<file path="config.mk">
export PLATFORM = sky130hd
export DESIGN_NAME = der_tlv_header_parser
export DESIGN_NICKNAME = d
export VERILOG_FILES = /design/src/hdl/dtlv_pkg.sv /design/src/hdl/dtlv_core.sv /design/src/hdl/dtlv_out_buf.sv /design/src/hdl/der_tlv_header_parser.sv
export VERILOG_INCLUDE_DIRS = /design/src /design/src/hdl
export SDC_FILE = /design/constraint.sdc
export NUM_CORES = 1
export LEC_CHECK = 0
export BUFFER_PORTS_ARGS = -buffer_cell sky130_fd_sc_hd__buf_4
export CELL_PAD_IN_SITES_DETAIL_PLACEMENT = 0
export CELL_PAD_IN_SITES_GLOBAL_PLACEMENT = 1
export CORE_UTILIZATION = 30
export CTS_BUF_LIST = sky130_fd_sc_hd__clkbuf_16
export DETAILED_ROUTE_END_ITERATION = 7
export HOLD_SLACK_MARGIN = 0.06
export PLACE_DENSITY_LB_ADDON = 0.08
export SLEW_MARGIN = 10
export SYNTH_ARGS = -nofsm -noshare
export SYNTH_HDL_FRONTEND = slang
export SYNTH_SLANG_ARGS = --single-unit
export TNS_END_PERCENT = 1
</file>
<file path="constraint.sdc">
create_clock -name clk -period 35.3 [get_ports clk]
set_input_delay 3.53 -clock clk [delete_from_list [all_inputs] [get_ports clk]]
set_output_delay 3.53 -clock clk [all_outputs]
set_load 0.02 [all_outputs]
</file>
<file path="src/hdl/der_tlv_header_parser_macros.svh">
// Assertion macros for the DER TLV header parser modules.
// No dependencies; included by each file that carries assertions.
`ifndef DER_TLV_HEADER_PARSER_MACROS_SVH
`define DER_TLV_HEADER_PARSER_MACROS_SVH

// Consequent must hold in the same cycle as the antecedent.
`define DTLV_ASSERT_SAME(label, clk, rst, ante, cons, msg) \
  label: assert property (@(posedge clk) disable iff (rst) (ante) |-> (cons)) \
    else $error(msg);

// Consequent must hold in the cycle after the antecedent.
`define DTLV_ASSERT_NEXT(label, clk, rst, ante, cons, msg) \
  label: assert property (@(posedge clk) disable iff (rst) (ante) |=> (cons)) \
    else $error(msg);

`endif

</file>
<file path="src/hdl/dtlv_pkg.sv">
// Package for the DER TLV header parser: beat types, phase and status codes,
// configuration register indexes and default parameter values. No dependencies.
package dtlv_pkg;

  localparam int DEF_OFFSET_WIDTH  = 32;
  localparam int DEF_MAX_LEN_BYTES = 4;

  localparam logic [7:0] LEN_LONG_FORM  = 8'h80;
  localparam logic [7:0] LEN_COUNT_MASK = 8'h7F;

  localparam int CFG_INDEX_WIDTH = 2;
  localparam logic [CFG_INDEX_WIDTH-1:0] CFG_REGION_LENGTH    = 2'd0;
  localparam logic [CFG_INDEX_WIDTH-1:0] CFG_TAG_CHECK_ENABLE = 2'd1;
  localparam logic [CFG_INDEX_WIDTH-1:0] CFG_MATCH_TAG        = 2'd2;

  typedef enum logic [2:0] {
    PH_TAG     = 3'd0,
    PH_LEN     = 3'd1,
    PH_LONGLEN = 3'd2,
    PH_VALUE   = 3'd3,
    PH_HALT    = 3'd4
  } phase_t;

  typedef enum logic [2:0] {
    ST_OK           = 3'd0,
    ST_TRUNC_HEADER = 3'd1,
    ST_BAD_LEN_CNT  = 3'd2,
    ST_HDR_OVERRUN  = 3'd3,
    ST_VAL_OVERRUN  = 3'd4,
    ST_TAG_MISMATCH = 3'd5
  } status_t;

  typedef struct packed {
    logic [7:0] data_byte;
    logic       region_start;
  } item_t;

  typedef struct packed {
    status_t     status;
    logic [7:0]  elem_tag;
    logic [31:0] value_length;
    logic [31:0] value_offset;
  } result_t;

  typedef struct packed {
    logic [31:0] region_length;
    logic        tag_check_enable;
    logic [7:0]  match_tag;
  } cfg_t;

endpackage

</file>
<file path="src/hdl/dtlv_core.sv">
// Parse state and per-byte header decoding for the DER TLV header parser.
// Depends on dtlv_pkg and der_tlv_header_parser_macros.svh.
`include "der_tlv_header_parser_macros.svh"

module dtlv_core import dtlv_pkg::*; #(
  parameter int OFFSET_WIDTH  = DEF_OFFSET_WIDTH,
  parameter int MAX_LEN_BYTES = DEF_MAX_LEN_BYTES
) (
  input  logic    clk,
  input  logic    rst,
  input  logic    fire,
  input  item_t   item,
  input  cfg_t    cfg,
  output logic    res_valid,
  output result_t res
);

  localparam int LBW = $clog2(MAX_LEN_BYTES + 1);
  localparam int OW1 = OFFSET_WIDTH + 1;
  localparam logic [32:0] OffMax = 33'((64'd1 << OFFSET_WIDTH) - 64'd1);

  logic [OFFSET_WIDTH-1:0] byte_offset, byte_offset_next;
  phase_t                  phase, phase_next;
  logic [7:0]              held_tag, held_tag_next;
  logic [31:0]             length_accum, length_accum_next;
  logic [LBW-1:0]          length_bytes_left, length_bytes_left_next;
  logic [31:0]             value_bytes_left, value_bytes_left_next;

  logic [OFFSET_WIDTH-1:0] rlen;
  logic [OFFSET_WIDTH-1:0] cur_offset;
  phase_t                  cur_phase;
  logic [31:0]             cur_accum;
  logic [LBW-1:0]          cur_lb;
  logic [31:0]             cur_vb;
  logic [OFFSET_WIDTH-1:0] o1;
  logic [31:0]             acc_shift;
  logic [LBW-1:0]          lb_dec;
  logic [31:0]             vb_dec;
  logic [31:0]             fin_len;
  logic [32:0]             fin_sum;
  logic                    fin_over;
  logic [7:0]              cnt;
  logic [OW1-1:0]          hdr_sum;
  logic                    hdr_over;
  logic                    do_finish;

  // Effective region length, clamped so that the offset cannot wrap.
  assign rlen = ({1'b0, cfg.region_length} > OffMax) ? OffMax[OFFSET_WIDTH-1:0]
                                                     : cfg.region_length[OFFSET_WIDTH-1:0];

  // A region start clears the walk before the byte itself is parsed.
  assign cur_offset = item.region_start ? '0 : byte_offset;
  assign cur_phase  = item.region_start ? PH_TAG : phase;
  assign cur_accum  = item.region_start ? '0 : length_accum;
  assign cur_lb     = item.region_start ? '0 : length_bytes_left;
  assign cur_vb     = item.region_start ? '0 : value_bytes_left;

  assign o1        = cur_offset + OFFSET_WIDTH'(1);
  assign acc_shift = {cur_accum[23:0], item.data_byte};
  assign lb_dec    = (cur_lb != '0) ? cur_lb - LBW'(1) : '0;
  assign vb_dec    = (cur_vb != '0) ? cur_vb - 32'd1 : '0;
  assign fin_len   = (cur_phase == PH_LEN) ? 32'(item.data_byte) : acc_shift;
  assign fin_sum   = 33'(o1) + 33'(fin_len);
  assign fin_over  = fin_sum > 33'(rlen);
  assign cnt       = item.data_byte & LEN_COUNT_MASK;
  assign hdr_sum   = OW1'(o1) + OW1'(cnt);
  assign hdr_over  = hdr_sum > OW1'(rlen);

  always_comb begin
    byte_offset_next       = byte_offset;
    phase_next             = phase;
    held_tag_next          = held_tag;
    length_accum_next      = length_accum;
    length_bytes_left_next = length_bytes_left;
    value_bytes_left_next  = value_bytes_left;
    res_valid              = 1'b0;
    res.status             = ST_OK;
    res.elem_tag           = held_tag;
    res.value_length       = '0;
    res.value_offset       = '0;
    do_finish              = 1'b0;
    if (fire) begin
      byte_offset_next       = cur_offset;
      phase_next             = cur_phase;
      length_accum_next      = cur_accum;
      length_bytes_left_next = cur_lb;
      value_bytes_left_next  = cur_vb;
      if (cur_phase != PH_HALT && cur_offset < rlen) begin
        byte_offset_next = o1;
        case (cur_phase)
          PH_TAG: begin
            held_tag_next = item.data_byte;
            res.elem_tag  = item.data_byte;
            if (o1 >= rlen) begin
              res_valid  = 1'b1;
              res.status = ST_TRUNC_HEADER;
              phase_next = PH_HALT;
            end else begin
              phase_next = PH_LEN;
            end
          end
          PH_LEN: begin
            if ((item.data_byte & LEN_LONG_FORM) == '0) begin
              do_finish = 1'b1;
            end else if (cnt == '0 || cnt > 8'(MAX_LEN_BYTES)) begin
              res_valid  = 1'b1;
              res.status = ST_BAD_LEN_CNT;
              phase_next = PH_HALT;
            end else if (hdr_over) begin
              res_valid  = 1'b1;
              res.status = ST_HDR_OVERRUN;
              phase_next = PH_HALT;
            end else begin
              length_accum_next      = '0;
              length_bytes_left_next = cnt[LBW-1:0];
              phase_next             = PH_LONGLEN;
            end
          end
          PH_LONGLEN: begin
            length_accum_next      = acc_shift;
            length_bytes_left_next = lb_dec;
            if (lb_dec == '0) begin
              do_finish = 1'b1;
            end
          end
          PH_VALUE: begin
            value_bytes_left_next = vb_dec;
            if (vb_dec == '0) begin
              phase_next = PH_TAG;
            end
          end
          default: begin
            phase_next = PH_HALT;
          end
        endcase
        if (do_finish) begin
          res_valid        = 1'b1;
          res.value_length = fin_len;
          res.value_offset = 32'(o1);
          if (fin_over) begin
            res.status = ST_VAL_OVERRUN;
            phase_next = PH_HALT;
          end else if (cfg.tag_check_enable && held_tag != cfg.match_tag) begin
            res.status = ST_TAG_MISMATCH;
            phase_next = PH_HALT;
          end else begin
            value_bytes_left_next = fin_len;
            phase_next            = (fin_len == '0) ? PH_TAG : PH_VALUE;
          end
        end
      end
    end
  end

  always_ff @(posedge clk) begin
    if (rst) begin
      byte_offset       <= '0;
      phase             <= PH_TAG;
      held_tag          <= '0;
      length_accum      <= '0;
      length_bytes_left <= '0;
      value_bytes_left  <= '0;
    end else begin
      byte_offset       <= byte_offset_next;
      phase             <= phase_next;
      held_tag          <= held_tag_next;
      length_accum      <= length_accum_next;
      length_bytes_left <= length_bytes_left_next;
      value_bytes_left  <= value_bytes_left_next;
    end
  end

  `DTLV_ASSERT_NEXT(a_error_halts, clk, rst, res_valid && res.status != ST_OK, phase == PH_HALT, "error result did not halt parsing")
  `DTLV_ASSERT_NEXT(a_halt_holds, clk, rst, phase == PH_HALT && !(fire && item.region_start), phase == PH_HALT, "halt left without a region start")
  `DTLV_ASSERT_SAME(a_value_silent, clk, rst, fire && phase == PH_VALUE && !item.region_start, !res_valid, "value byte produced a result")

endmodule

</file>
<file path="src/hdl/dtlv_out_buf.sv">
// Two-entry result buffer that parts the parser from the result channel.
// Depends on dtlv_pkg.
module dtlv_out_buf import dtlv_pkg::*; (
  input  logic    clk,
  input  logic    rst,
  input  logic    push,
  input  result_t push_data,
  input  logic    pop,
  output logic    room,
  output logic    valid,
  output result_t data
);

  logic [1:0] count;
  result_t    slot0, slot1;

  assign room  = (count != 2'd2);
  assign valid = (count != 2'd0);
  assign data  = slot0;

  always_ff @(posedge clk) begin
    if (rst) begin
      count <= 2'd0;
    end else begin
      case ({push, pop})
        2'b10: count <= count + 2'd1;
        2'b01: count <= count - 2'd1;
        default: count <= count;
      endcase
    end
  end

  // Entry 0 is always the head; a pop moves entry 1 forward.
  always_ff @(posedge clk) begin
    case ({push, pop})
      2'b10: begin
        if (count == 2'd0) begin
          slot0 <= push_data;
        end else begin
          slot1 <= push_data;
        end
      end
      2'b01: begin
        slot0 <= slot1;
      end
      2'b11: begin
        if (count == 2'd1) begin
          slot0 <= push_data;
        end else begin
          slot0 <= slot1;
          slot1 <= push_data;
        end
      end
      default: begin
        slot0 <= slot0;
      end
    endcase
  end

endmodule

</file>
<file path="src/hdl/der_tlv_header_parser.sv">
// Top level of the DER TLV header parser: input beat register, configuration
// registers, parse core and result buffer. Depends on dtlv_pkg, dtlv_core and
// dtlv_out_buf.

// The parser takes one byte of a region per input beat and walks consecutive
// DER elements (tag byte, short or long-form length, value). For each element
// whose header completes it delivers one result beat with the tag, the value
// length and the region offset where the value begins; value bytes are skipped
// without results. Any error (truncated header, bad length count, header or
// value past the region end, or a tag that differs from the expected tag while
// checking is on) is reported in one result beat with a nonzero status, after
// which bytes are ignored until a beat with region_start set. Bytes beyond the
// region length are ignored silently. The block accepts one byte every cycle
// while the result buffer has a free entry: a byte waits in the input register
// while the core decodes it, and its result, if any, enters the result buffer
// as the byte is decoded and is offered on the result channel from then on.
// The result buffer holds two beats; ready on the input drops only while both
// are waiting and the input register is occupied. Configuration writes are
// taken in any cycle and should be made while no bytes are in flight.
module der_tlv_header_parser import dtlv_pkg::*; #(
  parameter int OFFSET_WIDTH  = DEF_OFFSET_WIDTH,
  parameter int MAX_LEN_BYTES = DEF_MAX_LEN_BYTES
) (
  input  logic                       clk,
  input  logic                       rst,
  input  logic                       item_valid,
  output logic                       item_ready,
  input  item_t                      item,
  output logic                       result_valid,
  input  logic                       result_ready,
  output result_t                    result,
  input  logic                       cfg_valid,
  output logic                       cfg_ready,
  input  logic [CFG_INDEX_WIDTH-1:0] cfg_index,
  input  logic [31:0]                cfg_data
);

  cfg_t    cfg;
  logic    stage_valid;
  item_t   stage_item;
  logic    buf_room;
  logic    proc_fire;
  logic    core_valid;
  result_t core_res;

  // Configuration writes never stall; an index beyond the register list is dropped.
  assign cfg_ready = 1'b1;

  always_ff @(posedge clk) begin
    if (rst) begin
      cfg <= '0;
    end else if (cfg_valid) begin
      case (cfg_index)
        CFG_REGION_LENGTH:    cfg.region_length    <= cfg_data;
        CFG_TAG_CHECK_ENABLE: cfg.tag_check_enable <= cfg_data[0];
        CFG_MATCH_TAG:        cfg.match_tag        <= cfg_data[7:0];
        default:              cfg                  <= cfg;
      endcase
    end
  end

  // The held byte is decoded whenever the result buffer has a free entry, and
  // the input register refills in the same cycle.
  assign proc_fire  = stage_valid && buf_room;
  assign item_ready = !stage_valid || proc_fire;

  always_ff @(posedge clk) begin
    if (rst) begin
      stage_valid <= 1'b0;
    end else if (item_ready) begin
      stage_valid <= item_valid;
    end
  end

  always_ff @(posedge clk) begin
    if (item_ready && item_valid) begin
      stage_item <= item;
    end
  end

  dtlv_core #(
    .OFFSET_WIDTH  (OFFSET_WIDTH),
    .MAX_LEN_BYTES (MAX_LEN_BYTES)
  ) u_core (
    .clk       (clk),
    .rst       (rst),
    .fire      (proc_fire),
    .item      (stage_item),
    .cfg       (cfg),
    .res_valid (core_valid),
    .res       (core_res)
  );

  dtlv_out_buf u_out_buf (
    .clk       (clk),
    .rst       (rst),
    .push      (core_valid),
    .push_data (core_res),
    .pop       (result_valid && result_ready),
    .room      (buf_room),
    .valid     (result_valid),
    .data      (result)
  );

endmodule

</file>
==> results.cfg <==
[sta]
fin_skew_ns = 0.01810
timing.slew.headroom_pct = 26.20
rsz0062_at_grt = no
clock.fmax_mhz = 113.9
finalCriticalPeriod_ns = 8.780
finalCritPeriodShare_pct = 24.87
finalMaxSlewViolations = 0
setup_tns_ns = 0
finalHoldViolations = 0
setup_viol = 0
worstMarginPinSlew_ns = 1.100

[power]
pwr-share-seq_pct = 41.1
p_int_mw = 0.7315
p_per_area_mw_per_mm2 = 48.63
p_sw_mw = 0.3607
pwr-share-comb_pct = 23.5
leakage_nw = 9.277
netSwitchingFraction_pct = 33.02
clkPwrFrac_pct = 35.4
ir_worst_vdd_uv = 29.51

[clock_network]
cts.sink_count = 305
clk_latency_ns = 0.58
clockBufferDepth = 3
cts_resized = 0
h-tree-depth = 2
cts_hold_buf = 0
numCtsBuffers = 38
clk_pin_slew_ns = 0.06
cts_tree = done
cts_setup_buffers = 0
cts_root_buf = clkbuf_16

[setup_path]
r2r_start = stage_item[0]$_DFFE_PP_
cp.arrival_ns = 9.10
endpoint_kind = register
rr_worst_depth = 30
path_max_fanout = 58
start_kind = register
rrSetupSlack_ns = 26.52
cpPeakStageDelay_ns = 0.68
crit_start = stage_item[0]$_DFFE_PP_
crit_required_ns = 35.62
r2r-end = u_out_buf.data[21]$_DFFE_PP_
slowest_stage = nor3_1
path_class = register to register

[floorplanning]
core_area_sq_mm = 0.06354
row_count = 92
dieArea_sq_mm = 0.06586
fp.dieH_um = 256.6
io_pins = 126
die_x_um = 256.6
initial_core_util_pct = 30.61

[logic_synthesis]
syn_inst = 2111
synth_warnings = 0
synth_nets = 2321
avgSynthCellArea_sq_um = 9.215
synth_top_area_share_pct = 24.54
yosysTopAreaCell = edfxtp_1
ys_types = 102
synth-edff-count = 159
ys_ff_latch = 305
async_flop_share_pct = 0
seq_area_frac_synth_pct = 39.57
synth_area_sq_mm = 0.01945
dominantRegCellSynth = edfxtp_1
synth.area.top_cells = edfxtp_1 (25%), dfxtp_1 (15%), ha_1 (10%), a22o_1 (4.5%), nand2_1 (4.1%)

[drt]
routedWlPerCell_um = 22.72
vias_per_cell = 5.354
num_vias = 16500
drc = 0
drt_iter0_drc = 1138
drtAntennaViolNets = 0
drt_first_pass_iters = 5
routed_wirelength_mm = 70.01

[grt]
antenna_found_initial = 1
grt.total_usage_pct = 20.93
grt_pass1_wl_mm = 104.9
grt_overflow = 0
grt_max_degree = 79
grt_pass1_vias = 16270

[cells_and_area]
multi_input_area_sq_mm = 0.01087
final-seq-area_sq_mm = 0.007697
drive_gt1_share_pct = 12.49
syn_to_final_growth_pct = 15.46
nets = 2413
fin_cells = 3081
num-fill-cells = 6611

[hold_path]
min_to = cfg[22]$_SDFFE_PP0P_
worstHoldPathType = register to register
hold_start = cfg[22]$_SDFFE_PP0P_
min_path_cells = 2

[run_status]
outcome = complete, no violations

[job]
maxCapViolCount = 0

[place]
hpwl_mm = 51.05
io_buffers = 124
dp_cells = 3009
place.gp.congestion = 0.8207
area by class of cell:
class	count	area share (%)
inverter	103	1.721
timing repair buffer	165	5.515
antenna	2	0.02228
clock inverter	31	1.020
tap	846	4.713
sequential	305	34.27
multi-input combinational	1590	48.39
clock buffer	39	4.345
cell families after synthesis:
logic type / Yosys count / share of synthesized area, %
AO/OA/AOI/OAI: 573 / 20.36
XOR/XNOR: 90 / 4.168
AND/OR/NAND/NOR: 737 / 19.12
multiplexers: 27 / 1.389
buffers and inverters: 216 / 4.914
adder cells (fa/ha/maj): 162 / 10.46
other: 1 / 0.01928
flip-flops: 305 / 39.57
routing by layer:
metal  routed length [um]  track usage (%)  up-vias
li1                     -                -     8006
met1                33300            28.98     8040
met2                32000            34.01      378
met3                 3137            2.778       73
met4                 1572            5.638        0
met5                    0                0        -
per-stage QoR:
stage | hold slack, ns | cell area [sq um] | utilization [%] | setup WS (ns) | power [mW]
after global placement | 0.4430 | 21250 | 33.44 | 26.30 | 0.7158
after detailed placement | 0.4470 | 21250 | 33.44 | 26.11 | 0.7151
after CTS | 0.4547 | 22450 | 35.33 | 26.07 | 1.108
after global routing | 0.4774 | 22450 | 35.34 | 25.76 | 1.140
after floorplan | 0.4363 | 19450 | - | 23.57 | 0.6080
final | 0.4521 | 22460 | 35.35 | 26.52 | 1.092
flip-flops by register name, summed over array words and instances, names as in the netlist:
register                  flops
u_core.phase                  3
u_out_buf.slot1              75
u_out_buf.data               75
u_out_buf.count               2
u_core.length_accum          24
u_core.held_tag               8
u_core.byte_offset           32
u_core.length_bytes_left      3
cfg                          41
stage_valid                   1
u_core.value_bytes_left      32
stage_item                    9
placed cells by master, fill, tap and decap left out, types with 9 or more instances in the layout:
master	Yosys	layout
a22oi_1	34	34
o21ai_0	91	90
nand4_1	45	45
a21o_1	49	49
a31oi_1	15	15
nor3_1	46	46
or4_1	9	9
buf_4	7	165
mux2i_1	27	27
a21oi_1	145	143
xnor2_1	57	57
nand2_1	210	210
o21a_1	15	15
clkbuf_16	0	39
nand3_1	24	24
edfxtp_1	159	159
and2_1	18	17
ha_1	161	161
a22o_1	101	101
a211oi_1	14	14
xor2_1	30	30
nor4_1	26	26
and3_1	38	38
nor2b_1	38	38
nor2_1	201	195
dfxtp_1	146	146
a221oi_1	11	11
inv_1	101	113
nand2b_1	9	9
power groups by stage:
stage	combinational, mW	sequential, mW	clock [mW]
after floorplan	0.123	0.485	0
after global placement	0.259	0.457	0
after detailed placement	0.259	0.456	0
after CTS	0.260	0.449	0.398
after global routing	0.278	0.453	0.409
final	0.257	0.449	0.387
synthesized netlist by cell type, drive strengths merged (7+ instances only):
master and n:
o211ai 8, inv 103, nand3 25, nor3 47
and3 40, ha 161, a211o 8, nand4 49
a21o 49, buf 26, a22oi 35, and2 20
nor2 201, a221oi 11, or4 11, dfxtp 146
xor2 32, o21a 16, nand2 212, o31ai 8
a211oi 14, nand2b 9, xnor2 58, nor2b 38
o21ai 98, edfxtp 159, a31oi 16, clkbuf 85
a22o 105, a21oi 145, or3 8, mux2i 27
nor4 29, and4 7
how the worst max path moves through the flow:
stage / slack, ns / cells past startpoint / endpoint
floorplan: 23.57 / 26 / u_out_buf.data[0]$_DFFE_PP_
global placement: 26.30 / 30 / u_out_buf.data[12]$_DFFE_PP_
detailed placement: 26.11 / 30 / u_out_buf.data[10]$_DFFE_PP_
CTS: 26.07 / 30 / u_out_buf.data[0]$_DFFE_PP_
global route: 25.76 / 30 / u_out_buf.data[5]$_DFFE_PP_
finish: 26.52 / 30 / u_out_buf.data[21]$_DFFE_PP_
worst max-delay path: cells and delay by family, from the launching register on:
| kind | cells | cell delay [ns] |
|---|---|---|
| flops | 1 | 0.32 |
| simple gates | 10 | 3.07 |
| compound gates | 12 | 2.51 |
| buf+inv | 4 | 1.55 |
| fa+ha+maj | 3 | 0.85 |
| xor+xnor | 1 | 0.16 |
No activity file was read; power rests on OpenSTA's default activity.
